==> src/rtl/core/assert_macros.svh <==
// assertion helper macros
`ifndef ASSERT_MACROS_SVH
`define ASSERT_MACROS_SVH

// overlapping implication checked every clock, disabled in reset
`define ASSERT_IMP(label, clk, rst_n, a, b) \
  label: assert property (@(posedge clk) disable iff (!rst_n) (a) |-> (b)) \
    else $error("assertion failed");

// next-cycle implication
`define ASSERT_NEXT(label, clk, rst_n, a, b) \
  label: assert property (@(posedge clk) disable iff (!rst_n) (a) |=> (b)) \
    else $error("assertion failed");

`endif

==> src/rtl/core/dprs_pkg.sv <==
// ----------------------------------------------------------------------------
// dprs_pkg
// shared types and constants of the disc percentile rank select core
// ----------------------------------------------------------------------------
package dprs_pkg;

  localparam int unsigned ChW = 16;
  localparam int unsigned LumaW = 32;
  localparam logic [15:0] WRed = 16'd14581;
  localparam logic [15:0] WGreen = 16'd46983;
  localparam logic [15:0] WBlue = 16'd3972;
  localparam logic [16:0] Q16One = 17'd65536;

  localparam logic [0:0] RegRadius = 1'b0;
  localparam logic [0:0] RegPercentile = 1'b1;

  // classified sample handed from front to back
  typedef struct packed {
    logic            keep;
    logic            last;
    logic [LumaW-1:0] luma;
    logic [ChW-1:0]  red;
    logic [ChW-1:0]  green;
    logic [ChW-1:0]  blue;
    logic [ChW-1:0]  alpha;
  } sample_t;

endpackage

==> src/rtl/core/dprs_front.sv <==
// ----------------------------------------------------------------------------
// dprs_front
// disc test and luma computation, two registered stages
// ----------------------------------------------------------------------------
module dprs_front #(
  parameter int unsigned MaxRadius = 8
) (
  input  logic                 clk_i,
  input  logic                 rst_ni,
  input  logic [3:0]           radius_i,
  input  logic                 valid_i,
  output logic                 ready_o,
  input  logic signed [4:0]    dx_i,
  input  logic signed [4:0]    dy_i,
  input  logic                 in_image_i,
  input  logic [15:0]          red_i,
  input  logic [15:0]          green_i,
  input  logic [15:0]          blue_i,
  input  logic [15:0]          alpha_i,
  input  logic                 last_i,
  output logic                 valid_o,
  input  logic                 ready_i,
  output dprs_pkg::sample_t    sample_o
);
  import dprs_pkg::*;

  logic       s1_valid_q, s2_valid_q;
  logic       s1_adv, s2_adv;
  logic       s1_keep_q, s1_last_q;
  logic [15:0] s1_r_q, s1_g_q, s1_b_q, s1_a_q;
  logic [31:0] pr_q, pg_q, pb_q;
  sample_t    s2_q;
  logic [3:0] rad;
  logic [9:0] d2, r2;

  assign rad = ({28'd0, radius_i} > MaxRadius) ? 4'(MaxRadius) : radius_i;
  assign d2 = 10'(dx_i * dx_i) + 10'(dy_i * dy_i);
  assign r2 = 10'(rad * rad);

  assign s2_adv = !s2_valid_q || ready_i;
  assign s1_adv = !s1_valid_q || s2_adv;
  assign ready_o = s1_adv;
  assign valid_o = s2_valid_q;
  assign sample_o = s2_q;

  always_ff @(posedge clk_i or negedge rst_ni) begin
    if (!rst_ni) begin
      s1_valid_q <= 1'b0;
      s2_valid_q <= 1'b0;
    end else begin
      if (s1_adv) s1_valid_q <= valid_i;
      if (s2_adv) s2_valid_q <= s1_valid_q;
    end
  end

  always_ff @(posedge clk_i) begin
    if (s1_adv && valid_i) begin
      s1_keep_q <= in_image_i && (d2 < r2);
      s1_last_q <= last_i;
      s1_r_q <= red_i;
      s1_g_q <= green_i;
      s1_b_q <= blue_i;
      s1_a_q <= alpha_i;
      pr_q <= red_i * WRed;
      pg_q <= green_i * WGreen;
      pb_q <= blue_i * WBlue;
    end
    if (s2_adv && s1_valid_q) begin
      s2_q.keep <= s1_keep_q;
      s2_q.last <= s1_last_q;
      s2_q.luma <= pr_q + pg_q + pb_q;
      s2_q.red <= s1_r_q;
      s2_q.green <= s1_g_q;
      s2_q.blue <= s1_b_q;
      s2_q.alpha <= s1_a_q;
    end
  end

endmodule

==> config.mk <==
export PLATFORM = sky130hd
export DESIGN_NAME = dprs_front
export DESIGN_NICKNAME = d
export VERILOG_FILES = /design/src/rtl/core/assert_macros.svh /design/src/rtl/core/dprs_pkg.sv /design/src/rtl/core/dprs_front.sv
export SDC_FILE = /design/constraint.sdc
export NUM_CORES = 1
export LEC_CHECK = 0
export BUFFER_PORTS_ARGS = -buffer_cell sky130_fd_sc_hd__buf_2
export CAP_MARGIN = 20
export CORE_MARGIN = 5
export CORE_UTILIZATION = 25
export DETAILED_ROUTE_END_ITERATION = 12
export GPL_TIMING_DRIVEN = 0
export SKIP_CTS_REPAIR_TIMING = 1
export SYNTH_ARGS = -nofsm -noshare
export SYNTH_HDL_FRONTEND = slang
export SYNTH_SLANG_ARGS = --single-unit
==> constraint.sdc <==
create_clock -name clk_i -period 5.25 [get_ports clk_i]
set_input_delay 0.7875 -clock clk_i [delete_from_list [all_inputs] [get_ports clk_i]]
set_output_delay 0.7875 -clock clk_i [all_outputs]
set_load 0.01 [all_outputs]
# --- Word level (Yosys, flattened, before mapping) ---
# Cells that the tools add are included.
totals:
  ff_bits: 254
  latch_bits: 0
  ram_bits: 0
  rom_bits: 0
  in_bits: 84
  out_inout_bits: 100
  elab_cells: 37
  n_memories: 0
classes:
  addsub: 3
  multipliers: 6
  div_mod_pow: 0
  magnitude_cmp: 2
  n_eq_ne: 0
  shifts: 0
  n_mux: 1
  bitwise: 0
  n_reduce_logical: 7
ops:
  columns: ["op", "count"]
  rows:
  - ["$add 30x32->32", 1]
  - ["$add 32x28->32", 1]
  - ["$mul 16x16->32 const B", 1]
  - ["$mul 16x14->30 const B", 1]
  - ["$mul 16x10->26 const B", 1]
  - ["$mul 5x5->10", 2]
  - ["$add 10x10->10", 1]
  - ["$lt 10x8->1", 1]
  - ["$mul 4x4->8", 1]
  - ["$gt 4x4->1 const B", 1]
  - ["$mux 4", 1]
  - ["$logic_and 1x1->1", 3]
  - ["$logic_not 1->1", 2]
  - ["$logic_or 1x1->1", 2]

# --- Longest topological paths before layout ---
depth:
  ltp_word: 5
  ltp_mapped: 22
  mapped_depth_nobuf: 22

# --- Worst setup path after synthesis ---
# OpenSTA, ideal clock, no wires.
synth_path:
  path_kind: "input -> register"
  start: "input red_i[1]"
  end: "register pr_q[28], data pin"
  setup_ns: 0.262
  arrival_time_ns: 5.846
  required_time_ns: 4.988
  path_slack_ns: -0.858
  stages: 20
  n_path_buf: 0
  cell_sequence: "fa_1 -> ha_1 -> inv_1 -> fa_1 -> inv_1 -> fa_1 -> fa_1 -> inv_1 -> fa_1 -> inv_1 -> ha_1 -> and4_1 -> a211oi_1 -> o21ai_0 -> a41o_1 -> a2111oi_2 -> a21oi_1 -> a2111oi_2 -> o21bai_1 -> xor2_1"
synth_via:
  elab_chain_cells: 1
synth_lines:
  columns: ["item", "line", "rtl"]
  rows:
  - ["start, declared", "dprs_front.sv:16", "input logic [15:0] red_i,"]
  - ["$mul 16x14->30", "dprs_front.sv:64", "pr_q <= red_i * WRed;"]
  - ["end signal, assigned", "dprs_front.sv:64", null]
  - ["end, declared", "dprs_front.sv:31", "logic [31:0] pr_q, pg_q, pb_q;"]
# Every way passes these cells.
# A chain may end at the register's enable or synchronous reset.

# --- Worst setup path in the final report ---
layout_path:
  start: "input green_i[2]"
  end: "register pg_q[29], data pin"
layout_via:
  elab_chain_cells: 1
layout_lines:
  columns: ["item", "line", "rtl"]
  rows:
  - ["start, declared", "dprs_front.sv:17", "input logic [15:0] green_i,"]
  - ["$mul 16x16->32", "dprs_front.sv:65", "pg_q <= green_i * WGreen;"]
  - ["end signal, assigned", "dprs_front.sv:65", null]
  - ["end, declared", "dprs_front.sv:31", null]
# Every way passes these cells.

==> flow_summary.json <==
{
  "fp.dieH_um": 318,
  "cts-root-buf": "sky130_fd_sc_hd__clkbuf_16",
  "slew_at_the_pin_closest_to_its_max_slew_limit_ns": 0.661,
  "fin_nets": 3023,
  "antenna_cells_inserted": 0,
  "worstPathArrival_ns": 5.90,
  "final_max_slew_viol_count": 0,
  "whs_path_depth": 1,
  "synth_top_area_share_pct": 30.8,
  "post_synthesis_sequential_area_ratio_pct": 31.0,
  "area_growth_syn_to_layout_pct": 21.0,
  "post-synth-top-area-cell": "sky130_fd_sc_hd__edfxtp_1",
  "synth.area.top_cells": "sky130_fd_sc_hd__edfxtp_1 (31%), sky130_fd_sc_hd__fa_1 (25%), sky130_fd_sc_hd__ha_1 (21%)",
  "fp-row-count": 113,
  "clk_pin_slew_ns": 0.06,
  "period_minus_slack_ns": 5.55,
  "max_freq_mhz": 180,
  "postSynth.asyncResetShare_pct": 0.813,
  "grt_antenna_before_repair": 6,
  "yosysWarnings": 0,
  "layout.cells.most_common": "sky130_fd_sc_hd__inv_1",
  "synth_edf_count": 244,
  "fin_setup_tns_ns": -1.37,
  "violated_checks": "negative setup slack",
  "path_max_fanout": 8,
  "clock-sinks": 246,
  "detail_route.iter0.violations": 641,
  "initial_core_util_pct": 25.1,
  "timing.final.crit_share_pct": 106,
  "setup_viol": 9,
  "total_gr_overflow": 0,
  "slew_headroom_pct": 56.0,
  "routed_via_density": 4.18,
  "antenna_left": 0,
  "worst_hold_startpoint": "last_i",
  "post_route_cells_drive_above_1_share_pct": 18.5,
  "synth_area_um2": 23800,
  "detail_route.wl_per_cell_um": 14.9,
  "synth_cell_types": 63,
  "ff2ff_setup_slack_ns": 0.94,
  "core_area_um2": 94700,
  "clk_latency_ns": 0.60,
  "timing.critical_path.from_type": "input pin",
  "synthFlopType": "sky130_fd_sc_hd__edfxtp_1",
  "holdCritPathClass": "in -> reg",
  "gp_congestion": 0.789,
  "most_frequent_cells_in_the_layout": "sky130_fd_sc_hd__inv_1 (426), sky130_fd_sc_hd__ha_1 (358), sky130_fd_sc_hd__fa_1 (288)",
  "post-route-drc-count": 0,
  "timing.critical_path.to_type": "register",
  "place.detailed.hpwl_um": 42800,
  "reg2reg_from": "s1_r_q[1]",
  "synth_cells": 1995,
  "numPortBuffers": 183,
  "syn_avg_cell_area_um2": 11.9,
  "grt_pass1_vias": 15000,
  "design.die.area_um2": 101000,
  "gr-usage-all-layers_pct": 10.2,
  "htree_levels": 1,
  "cp.required_ns": 5.60,
  "fin_skew_ns": 0.0280,
  "dr.pass1.iters": 5,
  "clock_path_buffers": 3,
  "setup_slack_ns": -0.298,
  "placed_cells_incl_taps": 3447,
  "clock_tree_from_tritoncts": "done",
  "cts_buffers": 31,
  "r2r-end": "sample_o[93]",
  "timing.reg2reg.worst_path_depth": 12,
  "dr_total_vias": 14800,
  "rsz_0062_raised_after_global_routing": "true",
  "outcome": "finished, violations left",
  "drt_wl_total_um": 52700,
  "die-width_um": 318,
  "grt_pass1_wl_um": 82700,
  "final-instance-count-excl-fill": 3543,
  "crit_type": "in -> reg",
  "top_level_ports": 184,
  "hold_viol_final": 0,
  "hold_path_end": "s1_last_q",
  "synth.ff_latch_count": 246,
  "max_cap_viol_count": 0,
  "grt_start_max_net_pins": 65
}
==> final cells by class <==
type,instances,area [µm²]
clock inverters,26,295
inverters,457,1730
repair buffers,224,1530
flip-flops and latches,246,7380
fillers,9751,66000
well taps,1265,1580
plain buffers,2,7.51
clock buffers,32,779
multi-input cells,1291,15500
==> critical path: stages <==
cell and delay, ns:
sky130_fd_sc_hd__buf_8 0.12, sky130_fd_sc_hd__inv_2 0.06, sky130_fd_sc_hd__fa_1 0.50, sky130_fd_sc_hd__inv_1 0.04, sky130_fd_sc_hd__ha_2 0.18, sky130_fd_sc_hd__fa_1 0.47
sky130_fd_sc_hd__inv_1 0.05, sky130_fd_sc_hd__fa_1 0.54, sky130_fd_sc_hd__fa_1 0.44, sky130_fd_sc_hd__fa_1 0.49, sky130_fd_sc_hd__inv_1 0.06, sky130_fd_sc_hd__ha_4 0.17
sky130_fd_sc_hd__or4_4 0.50, sky130_fd_sc_hd__a31oi_4 0.23, sky130_fd_sc_hd__nor4b_4 0.06, sky130_fd_sc_hd__buf_4 0.15, sky130_fd_sc_hd__o41ai_4 0.43, sky130_fd_sc_hd__o31ai_2 0.13
sky130_fd_sc_hd__a41oi_2 0.24, sky130_fd_sc_hd__nand2b_1 0.09, sky130_fd_sc_hd__xor2_1 0.15
==> metrics by stage <==
stage | setup slack [ns] | instance area (µm²) | hold WS [ns] | util, %
detailed placement | -1.27 | 26600 | 0.405 | 28.1
floorplan | -0.589 | 24000 | 0.400 | -
global placement | -1.74 | 26500 | 0.400 | 28.0
finish | -0.298 | 28800 | 0.360 | 30.4
CTS | -0.614 | 27700 | -0.0832 | 29.2
global route | -0.474 | 28800 | 0.301 | 30.4
==> cells by family after synthesis <==
group,count (synthesis),share of synthesized area [%]
AO/OA/AOI/OAI,260,7.27
other,2,0.0316
XOR/XNOR,117,4.31
buffers and inverters,459,7.25
adder cells (fa/ha/maj),686,45.3
AND/OR/NAND/NOR,225,4.82
flip-flops,246,31.0
==> worst max path at each step <==
stage | startpoint | to
2_1_floorplan | red_i[5] | pr_q[28]
3_3_place_gp | ready_i | s1_g_q[15]
3_5_place_dp | red_i[5] | pr_q[28]
4_1_cts | red_i[5] | pr_q[28]
5_1_grt | green_i[10] | pg_q[29]
6_report | green_i[2] | pg_q[29]
==> per-layer routing <==
metal	GRT usage (%)	vias to the layer above	wire length, µm
met2	17.4	203	25700
met3	1.29	56	1580
met4	1.88	0	912
li1	-	7169	-
met1	14.1	7381	24500
met5	0	-	0
==> synthesized netlist by cell type, types with 3 or more instances <==
library cell and number:
sky130_fd_sc_hd__a211o_1 3, sky130_fd_sc_hd__o211ai_1 5, sky130_fd_sc_hd__a21o_1 32, sky130_fd_sc_hd__nand4_1 6
sky130_fd_sc_hd__nor2_1 49, sky130_fd_sc_hd__edfxtp_1 244, sky130_fd_sc_hd__a31o_2 5, sky130_fd_sc_hd__o31ai_1 3
sky130_fd_sc_hd__nand3b_1 3, sky130_fd_sc_hd__nand2_1 51, sky130_fd_sc_hd__nor2b_1 16, sky130_fd_sc_hd__or3_1 9
sky130_fd_sc_hd__a21oi_1 86, sky130_fd_sc_hd__xor2_1 41, sky130_fd_sc_hd__a211oi_1 15, sky130_fd_sc_hd__fa_1 291
sky130_fd_sc_hd__ha_1 395, sky130_fd_sc_hd__a31oi_1 10, sky130_fd_sc_hd__o21bai_1 14, sky130_fd_sc_hd__a21oi_2 4
sky130_fd_sc_hd__xnor2_1 76, sky130_fd_sc_hd__nor4_1 3, sky130_fd_sc_hd__nand3_1 14, sky130_fd_sc_hd__nand2b_1 19
sky130_fd_sc_hd__nor3_1 18, sky130_fd_sc_hd__inv_1 457, sky130_fd_sc_hd__and3_1 6, sky130_fd_sc_hd__o21a_1 12
sky130_fd_sc_hd__o21ai_0 44, sky130_fd_sc_hd__and2_1 18, sky130_fd_sc_hd__or2_2 4
==> state kept, by name (all words and copies together) (netlist names) <==
register    count
s1_b_q         16
s1_g_q         16
s1_valid_q      1
s1_r_q         16
valid_o         1
s1_keep_q       1
s1_last_q       1
sample_o       98
pb_q           21
pg_q           31
s1_a_q         16
pr_q           28
Power is not shown: default switching activity piles up to over one toggle a cycle in this logic, so the estimate is an artifact.
