### src/rtl/core/assert_macros.svh
// assertion helper macros
`ifndef ASSERT_MACROS_SVH
`define ASSERT_MACROS_SVH

// overlapping implication checked every clock, disabled in reset
`define ASSERT_IMP(label, clk, rst_n, a, b) \
  label: assert property (@(posedge clk) disable iff (!rst_n) (a) |-> (b)) \
    else $error("assertion failed");

// next-cycle implication
`define ASSERT_NEXT(label, clk, rst_n, a, b) \
  label: assert property (@(posedge clk) disable iff (!rst_n) (a) |=> (b)) \
    else $error("assertion failed");

`endif

### src/rtl/core/dprs_pkg.sv
// ----------------------------------------------------------------------------
// dprs_pkg
// shared types and constants of the disc percentile rank select core
// ----------------------------------------------------------------------------
package dprs_pkg;

  localparam int unsigned ChW = 16;
  localparam int unsigned LumaW = 32;
  localparam logic [15:0] WRed = 16'd14581;
  localparam logic [15:0] WGreen = 16'd46983;
  localparam logic [15:0] WBlue = 16'd3972;
  localparam logic [16:0] Q16One = 17'd65536;

  localparam logic [0:0] RegRadius = 1'b0;
  localparam logic [0:0] RegPercentile = 1'b1;

  // classified sample handed from front to back
  typedef struct packed {
    logic            keep;
    logic            last;
    logic [LumaW-1:0] luma;
    logic [ChW-1:0]  red;
    logic [ChW-1:0]  green;
    logic [ChW-1:0]  blue;
    logic [ChW-1:0]  alpha;
  } sample_t;

endpackage

### src/rtl/core/dprs_fifo.sv
// ----------------------------------------------------------------------------
// dprs_fifo
// short queue of classified samples between front and back
// ----------------------------------------------------------------------------
module dprs_fifo #(
  parameter int unsigned Depth = 4
) (
  input  logic              clk_i,
  input  logic              rst_ni,
  input  logic              valid_i,
  output logic              ready_o,
  input  dprs_pkg::sample_t data_i,
  output logic              valid_o,
  input  logic              ready_i,
  output dprs_pkg::sample_t data_o
);
  import dprs_pkg::*;

  localparam int unsigned AW = $clog2(Depth);

  sample_t      mem_q [Depth];
  logic [AW-1:0] wp_q, rp_q;
  logic [AW:0]   cnt_q;
  logic          push, pop;

  assign ready_o = cnt_q != (AW+1)'(Depth);
  assign valid_o = cnt_q != '0;
  assign data_o = mem_q[rp_q];
  assign push = valid_i && ready_o;
  assign pop = valid_o && ready_i;

  always_ff @(posedge clk_i or negedge rst_ni) begin
    if (!rst_ni) begin
      wp_q <= '0;
      rp_q <= '0;
      cnt_q <= '0;
    end else begin
      if (push) wp_q <= (wp_q == AW'(Depth-1)) ? '0 : wp_q + 1'b1;
      if (pop) rp_q <= (rp_q == AW'(Depth-1)) ? '0 : rp_q + 1'b1;
      cnt_q <= cnt_q + (AW+1)'(push) - (AW+1)'(pop);
    end
  end

  always_ff @(posedge clk_i) begin
    if (push) mem_q[wp_q] <= data_i;
  end

endmodule

### config.mk
export PLATFORM = sky130hd
export DESIGN_NAME = dprs_fifo
export DESIGN_NICKNAME = d
export VERILOG_FILES = /design/src/rtl/core/assert_macros.svh /design/src/rtl/core/dprs_pkg.sv /design/src/rtl/core/dprs_fifo.sv
export SDC_FILE = /design/constraint.sdc
export NUM_CORES = 1
export LEC_CHECK = 0
export BUFFER_PORTS_ARGS = -buffer_cell sky130_fd_sc_hd__buf_2
export CORE_MARGIN = 5
export CORE_UTILIZATION = 40
export CTS_BUF_LIST = sky130_fd_sc_hd__clkbuf_4 sky130_fd_sc_hd__clkbuf_8
export CTS_CLUSTER_DIAMETER = 50
export CTS_CLUSTER_SIZE = 8
export DETAILED_ROUTE_END_ITERATION = 10
export HOLD_SLACK_MARGIN = 0.12
export PLACE_DENSITY = 0.63
export RECOVER_POWER = 50
export SLEW_MARGIN = 15
export SYNTH_ARGS = -nofsm -noshare
export SYNTH_HDL_FRONTEND = slang
export SYNTH_SLANG_ARGS = --single-unit
### constraint.sdc
create_clock -name clk_i -period 3 [get_ports clk_i]
set_clock_uncertainty 0.15 [all_clocks]
set_input_delay 0.3 -clock clk_i [delete_from_list [all_inputs] [get_ports clk_i]]
set_output_delay 0.3 -clock clk_i [all_outputs]
set_load 0.005 [all_outputs]
Yosys cells after proc, flatten, opt, wreduce, memory -nomap -nowiden
Memory sizes are Yosys's and may differ from the RTL's.
Index checks and enable logic that the tools add are counted.

cells by class
  add/subtract/negate cells = 4
  eq/ne operators = 3
  muxes and demuxes = 4
  reduce and logical (&&, ||, !) cells = 3

operators with widths
  kind                 number
  $add 2x1->2 const B  2
  $eq 2x2->1 const B   2
  $mux 2               2
  $add 3x1->3          1
  $ne 3x3->1 const B   1
  $reduce_bool 3->1    1
  $sub 3x1->3          1
  $logic_and 1x1->1    2
  $mux 1               2

storage, ports and cells
  register bits after elaboration = 7
  memory bits (writable) = 392
  input port bits = 102
  memories = 1

memories
  name   depth  width  rd ports  clocked after memory_dff  wr ports  RTL line         text
  mem_q  4      98     1         0                         1         dprs_fifo.sv:21  sample_t mem_q [Depth];

Logic depth before layout (Yosys ltp)
Gate-level depths: netlist (run 1).

  word-level depth = 4
  depth in mapped cells = 10

Least setup slack after synthesis (run 1)
Ideal clock, no wire load.

  kind = reg-to-reg
  from = register cnt_q[2]
  to = memory mem_q[0][0] (netlist name) (enable)
  setup time = 0.413 ns
  arrival time = 1.910 ns
  data required time = 2.437 ns
  path slack = 0.527 ns
  stages on the path, launching flop included = 3
  buffers on the path = 0
  clock period less this slack = 2.473 ns
  cell sequence = dfrtp_1 -> or3b_4 -> and3_2

between the ends
  cells in the longest elaborated chain, start to end = 4

RTL lines
  what                          RTL line         text
  start, declared               dprs_fifo.sv:23  logic [AW:0] cnt_q;
  start signal, assigned        dprs_fifo.sv:40  cnt_q <= cnt_q + (AW+1)'(push) - (AW+1)'(pop);
  $ne 3x3->1                    dprs_fifo.sv:26  assign ready_o = cnt_q != (AW+1)'(Depth);
  via ready_o                   dprs_fifo.sv:11  output logic ready_o,
  $logic_and 1x1->1             dprs_fifo.sv:29  assign push = valid_i && ready_o;
  $mux 1                        dprs_fifo.sv:45  if (push) mem_q[wp_q] <= data_i;
  $mux 1 (not written as such)  dprs_fifo.sv:45
  end, declared                 dprs_fifo.sv:21

The timed path passes the listed nets, and every way through them passes these cells.

==> results.md, run 1 <==
* GR Overflow Total at 0
* Vias in the first global route at 7742
* DR vias at 6891
* Crit Path Max Fanout at 37
* Final setup margin at 0.164 ns
* Share of cells above drive strength 1 at 32.7%
* Worst path arrival time at 2.39 ns
* CP Buf/Inv Count at 2
* Pwr dens at 899 mW/mm^2
* Clk_lat worst skew at 0.62 ns
* DR DRC count at 0
* TritonCTS clock tree: done
* Hold WC Path Type: in2reg
* Critical path's top delay family: flip-flops
* Initial antenna violation count at 2
* Met1 usage at 18.6%
* Count of cell types in the netlist at 19
* FP Rows at 69
* Register area share after synthesis at 82.2%
* Leading cell type in the layout, fill and taps excluded: edfxtp_1
* Most crowded layer after global routing: met2
* VDD IR max at 0.000562 V
* Rel. slew slack at 40.1%
* Gate Count Post-Synth at 550
* Clock Sinks at 399
* Final wirelength at 28900 um
* Reg2reg path depth at 10
* Post-layout min period at 2.84 ns
* Slew Viols, Final at 0
* Setup TNS at 0 ns
* Met3 Use GR at 4.25%
* Num CTS Buffers at 57
* Fmax at 0.353 GHz
* DIE HEIGHT at 201 um
* RSZ-0062 raised after global routing: false
* GPL Wtd Cong at 0.705
* Post-detail-place hpwl at 16900 um
* Syn_area_per_cell at 26.4 um^2
* Die Footprint at 0.0402 mm^2
* WL/cell at 20.8 um
* Final number of hold-violating endpoints at 0
* Syn-to-layout area delta at 24.8%
* CP max stage cell: dfrtp_4
* Most frequent cells in the layout: edfxtp_1, buf_2, dlygate4sd3_1, mux4_2, clkbuf_1
* Root Buffer: clkbuf_8
* H-tree levels at 2
* IO Pins at 202
* WS Path Type: reg2out
* Max incr delay on CP at 0.82 ns
* Global-route wire length before repair at 45500 um
* DR pass1 iterations at 4
* Worst-margin pin slew at 0.898 ns
* Port buffer count at 201
* Hold_sp: data_i[40]
* RR Startpoint: cnt_q[1]
* Worst Path Required at 2.55 ns
* Worst setup SP type: flip-flop
* Reg2reg setup slack at 0.29 ns
* Die X at 201 um
* Outcome: finished, final reports clean
* Starting Density at 40.6%
* Clk buf depth at 3
* Final instance area at 0.0181 mm^2
* Yosys reg bits at 399
* DP Worst Slack at 0.428 ns
* Clock transition at path regs at 0.06 ns
* R2R Path End: cnt_q[2]
* Crit path from: rp_q[1]
* Tot GR Track Use at 14.5%
* Syn nets at 660
* Synth warn at 0
* DRT iter0 DRCs at 277
* Hold path depth at 2
* Final cycle utilization of the critical path at 94.5%
* Setup violators final at 0
* Hold endpoint: mem_q[0][40]
* Met2 global-route usage at 24.0%
* Nets at 1018
* Post-DR vias/cell at 4.96
* Crit. End Element: output port
* Area post-placement at 0.0163 mm^2
* Total of max-cap violations at 0
* Antenna Nets Post-Route at 0
* Placeable core area at 0.0357 mm^2
* Pleak at 6.01 nW
* Post-synthesis cell area at 0.0145 mm^2
* CP Cell Sequence: buf_4, mux4_2, buf_2
* Largest net degree at the start of global routing at 46
## final cells by class
| cell class | instances | area [um^2] |
|---|---|---|
| fillers | 2910 | 17600 |
| flip-flops and latches | 399 | 12000 |
| multi-input cells | 122 | 2450 |
| repair buffers | 321 | 2180 |
| clock buffers | 71 | 896 |
| well taps | 461 | 577 |
| clock inverters | 7 | 45.0 |
| inverters | 7 | 26.3 |
| diodes | 2 | 5.00 |
## synthesized netlist by cell type, drive strengths merged
cell type	n	share of area, %
and2	1	0.060
mux2	4	0.36
mux4	98	15
dfrtp	7	1.2
clkbuf	5	0.13
buf	17	0.58
fa	1	0.14
nand2	1	0.026
edfxtp	392	81
or3b	1	0.078
nor2	2	0.052
and3	4	0.21
or3	1	0.052
xnor2	2	0.12
ha	7	0.60
inv	7	0.18
## sequential cells by signal, summed over array words and instances (netlist names)
| register | cells |
|---|---|
| cnt_q | 3 |
| mem_q | 392 |
| rp_q | 2 |
| wp_q | 2 |
## timing repair
item / 4_1_cts / 5_1_grt
gates resized for setup: 1 / 0
setup buffers: 0 / 1
hold endpoints to repair: 414 / 0
endpoints found under the setup margin: 16 / 62
hold buffers: 102 / 0
## worst register-to-register path, delay by kind of cell (launching register included)
family,cells,cell delay [ns]
XOR/XNOR,2,0.35
AND/OR/NAND/NOR,2,0.72
flip-flops,1,0.43
buffers and inverters,3,0.21
adder cells (fa/ha/maj),3,0.78
## metal layers
metal / vias up / share of wire (%) / wire, um
met5: - / 0 / 0
met4: 0 / 2.0 / 591
met3: 46 / 6.3 / 1840
met2: 212 / 50 / 14400
met1: 3554 / 42 / 12100
li1: 3079 / - / -
## through the flow
stage	instances	hold WS (ns)	utilization (%)	power, mW
floorplan	550	-0.146	-	10.6
global placement	1207	-0.00506	45.6	12.7
detailed placement	1207	-0.00569	45.6	12.7
CTS	1387	0.198	51.1	16.7
global route	1390	0.275	50.7	17.3
finish	1390	0.333	50.7	16.3
## report_power, final
group          leakage [nW]  internal [mW]  switching [mW]
logic                  1.84           2.42            2.38
clock network         0.495           1.91            1.88
registers              3.67           7.36           0.361
total                  6.01           11.7            4.62
## worst max path at each step
stage                     depth (start not counted)     endpoint  slack (ns)
final                                             3   data_o[85]        0.16
after global routing                              3   data_o[82]        0.03
after CTS                                         3   data_o[37]       0.001
after detailed placement                         10     cnt_q[2]        0.43
after global placement                           10     cnt_q[2]        0.50
after floorplan                                   2  mem_q[0][0]        0.53
## kinds of logic (layout without fill, tap and decap cells)
family                     Yosys count  in the layout  share of synthesized area, %
DFF                                399            399                          82.2
muxes                              102            102                          15.6
buffers and inverters               29            406                         0.887
and+or+nand+nor                     10             10                         0.474
adders and majority gates            8              8                         0.741
xor gates and xnor gates             2              2                         0.121
other                                0              2                             0
Power figures use the tool's default switching activity.
==> run 2: changes to the inputs <==
Settings changed: CORE_UTILIZATION 40 to 28, PLACE_DENSITY 0.63 to 0.49.
==> run 2 against run 1 <==
The run now ends with max-slew violations left. First-iteration DRC count grew 15%. Sequential cell count unchanged. Combinational power is 2% higher. Power up 0.42%. Fmax up 4.3%. Clock power grew 2%. Sequential power down 1%. Largest power group unchanged.
==> results.md, run 2 (same netlist as run 1, synthesis figures left out) <==
* Clock transition at path regs at 0.06 ns
* Nets at 1019
* Syn-to-layout area delta at 26.3%
* Largest net degree at the start of global routing at 53
* GPL Wtd Cong at 0.669
* Placeable core area at 0.0514 mm^2
* Final instance area at 0.0183 mm^2
* Root Buffer: clkbuf_8
* Setup violators final at 0
* Hold_buf cts at 102
* FP Rows at 83
* Die Footprint at 0.0565 mm^2
* Total of max-cap violations at 0
* Clk buf depth at 3
* Post-DR vias/cell at 4.37
* WL/cell at 19.1 um
* CTS resizes at 0
* IO Pins at 202
* Hold WC Path Type: in2reg
* Final number of hold-violating endpoints at 0
* Vias in the first global route at 7892
* Largest Register: mem_q
* Num CTS Buffers at 59
* TritonCTS clock tree: done
* GR Overflow Total at 0
* WS Path Type: reg2out
* Worst Path Required at 2.55 ns
* Pwr dens at 893 mW/mm^2
* DRT iter0 DRCs at 318
* DR DRC count at 0
* Clk_lat worst skew at 0.62 ns
* Worst-margin pin slew at 1.51 ns
* Post-detail-place hpwl at 18000 um
* Fmax at 0.368 GHz
* Area post-placement at 0.0166 mm^2
* VDD IR max at 0.000397 V
* Clock Sinks at 399
* RSZ-0062 raised after global routing: false
* Crit. End Element: output port
* Leading cell type in the layout, fill and taps excluded: edfxtp_1
* Crit Path Max Fanout at 50
* Total Power Consumption at 16.4 mW
* Port buffer count at 201
* Regs by FF count: mem_q: 392 flops, cnt_q: 3 flops
* Diode count at 0
* Starting Density at 28.3%
* Most frequent cells in the layout: edfxtp_1, buf_2, dlygate4sd3_1, mux4_2, clkbuf_1
* Antenna Nets Post-Route at 0
* Largest register FFs at 392
* Die X at 238 um
* Tot GR Track Use at 10.8%
* Initial antenna violation count at 1
* Global-route wire length before repair at 47400 um
* Slew Viols, Final at 42
* H-tree levels at 2
* Outcome: finished with violations
* Worst path arrival time at 2.27 ns
* Share of cells above drive strength 1 at 32.1%
* Setup TNS at 0 ns
* Rel. slew slack at -0.790%
* Pleak at 5.99 nW
* Postcts setup bufs at 0
* Post-layout min period at 2.72 ns
* Final cycle utilization of the critical path at 90.6%
* DIE HEIGHT at 238 um
* Final wirelength at 30600 um
* DR vias at 6985
* DR pass1 iterations at 4
* Worst setup SP type: flip-flop
* Failing checks: max-slew violations
## run 2: metal layers
metal	GRT usage (%)	share of wire, %
met5	0	0.042
met3	3.26	6.8
met2	18.3	49
met4	3.85	2.9
met1	13.3	41
## run 2: cell type report
| class | count | area, um^2 |
|---|---|---|
| Fill cell | 4818 | 33100 |
| Sequential cell | 399 | 12000 |
| Multi-Input combinational cell | 122 | 2440 |
| Timing Repair Buffer | 320 | 2140 |
| Clock buffer | 64 | 862 |
| Tap cell | 680 | 851 |
| Clock inverter | 8 | 71.3 |
| Inverter | 7 | 26.3 |
## run 2: worst max-delay path, stage by stage (launching register included)
cell,delay (ns)
dfrtp_4,0.45
buf_12,0.33
mux4_2,0.60
buf_2,0.15
## run 2: worst paths after layout
kind / from / endpoint / slack (ns) / cells past startpoint
max: rp_q[0] / data_o[23] / 0.28 / 3
min: data_i[96] / mem_q[0][96] / 0.33 / 2
max reg2reg: cnt_q[1] / mem_q[3][78] / 0.31 / 3
min reg2reg: cnt_q[2] / cnt_q[2] / 0.34 / 1
max in group asynchronous: rst_ni / rp_q[0] / 1.90 / 3
min in group asynchronous: rst_ni / wp_q[1] / 0.51 / 3
## run 2: power by group
group | switching [mW] | internal (mW) | leakage, nW | total (mW)
Combinational | 2.53 | 2.37 | 1.83 | 4.90
Clock | 1.92 | 1.94 | 0.482 | 3.86
Sequential | 0.236 | 7.38 | 3.67 | 7.62
Total | 4.68 | 11.7 | 5.99 | 16.4
## run 2: per-stage QoR
stage	setup WS, ns	hold slack (ns)	std cells	util (%)
global placement	0.477	0.00452	1426	32.3
CTS	0.161	0.188	1600	36.1
global route	0.135	0.283	1600	35.7
floorplan	0.527	-0.146	550	-
finish	0.281	0.327	1600	35.7
detailed placement	0.487	0.00481	1426	32.3
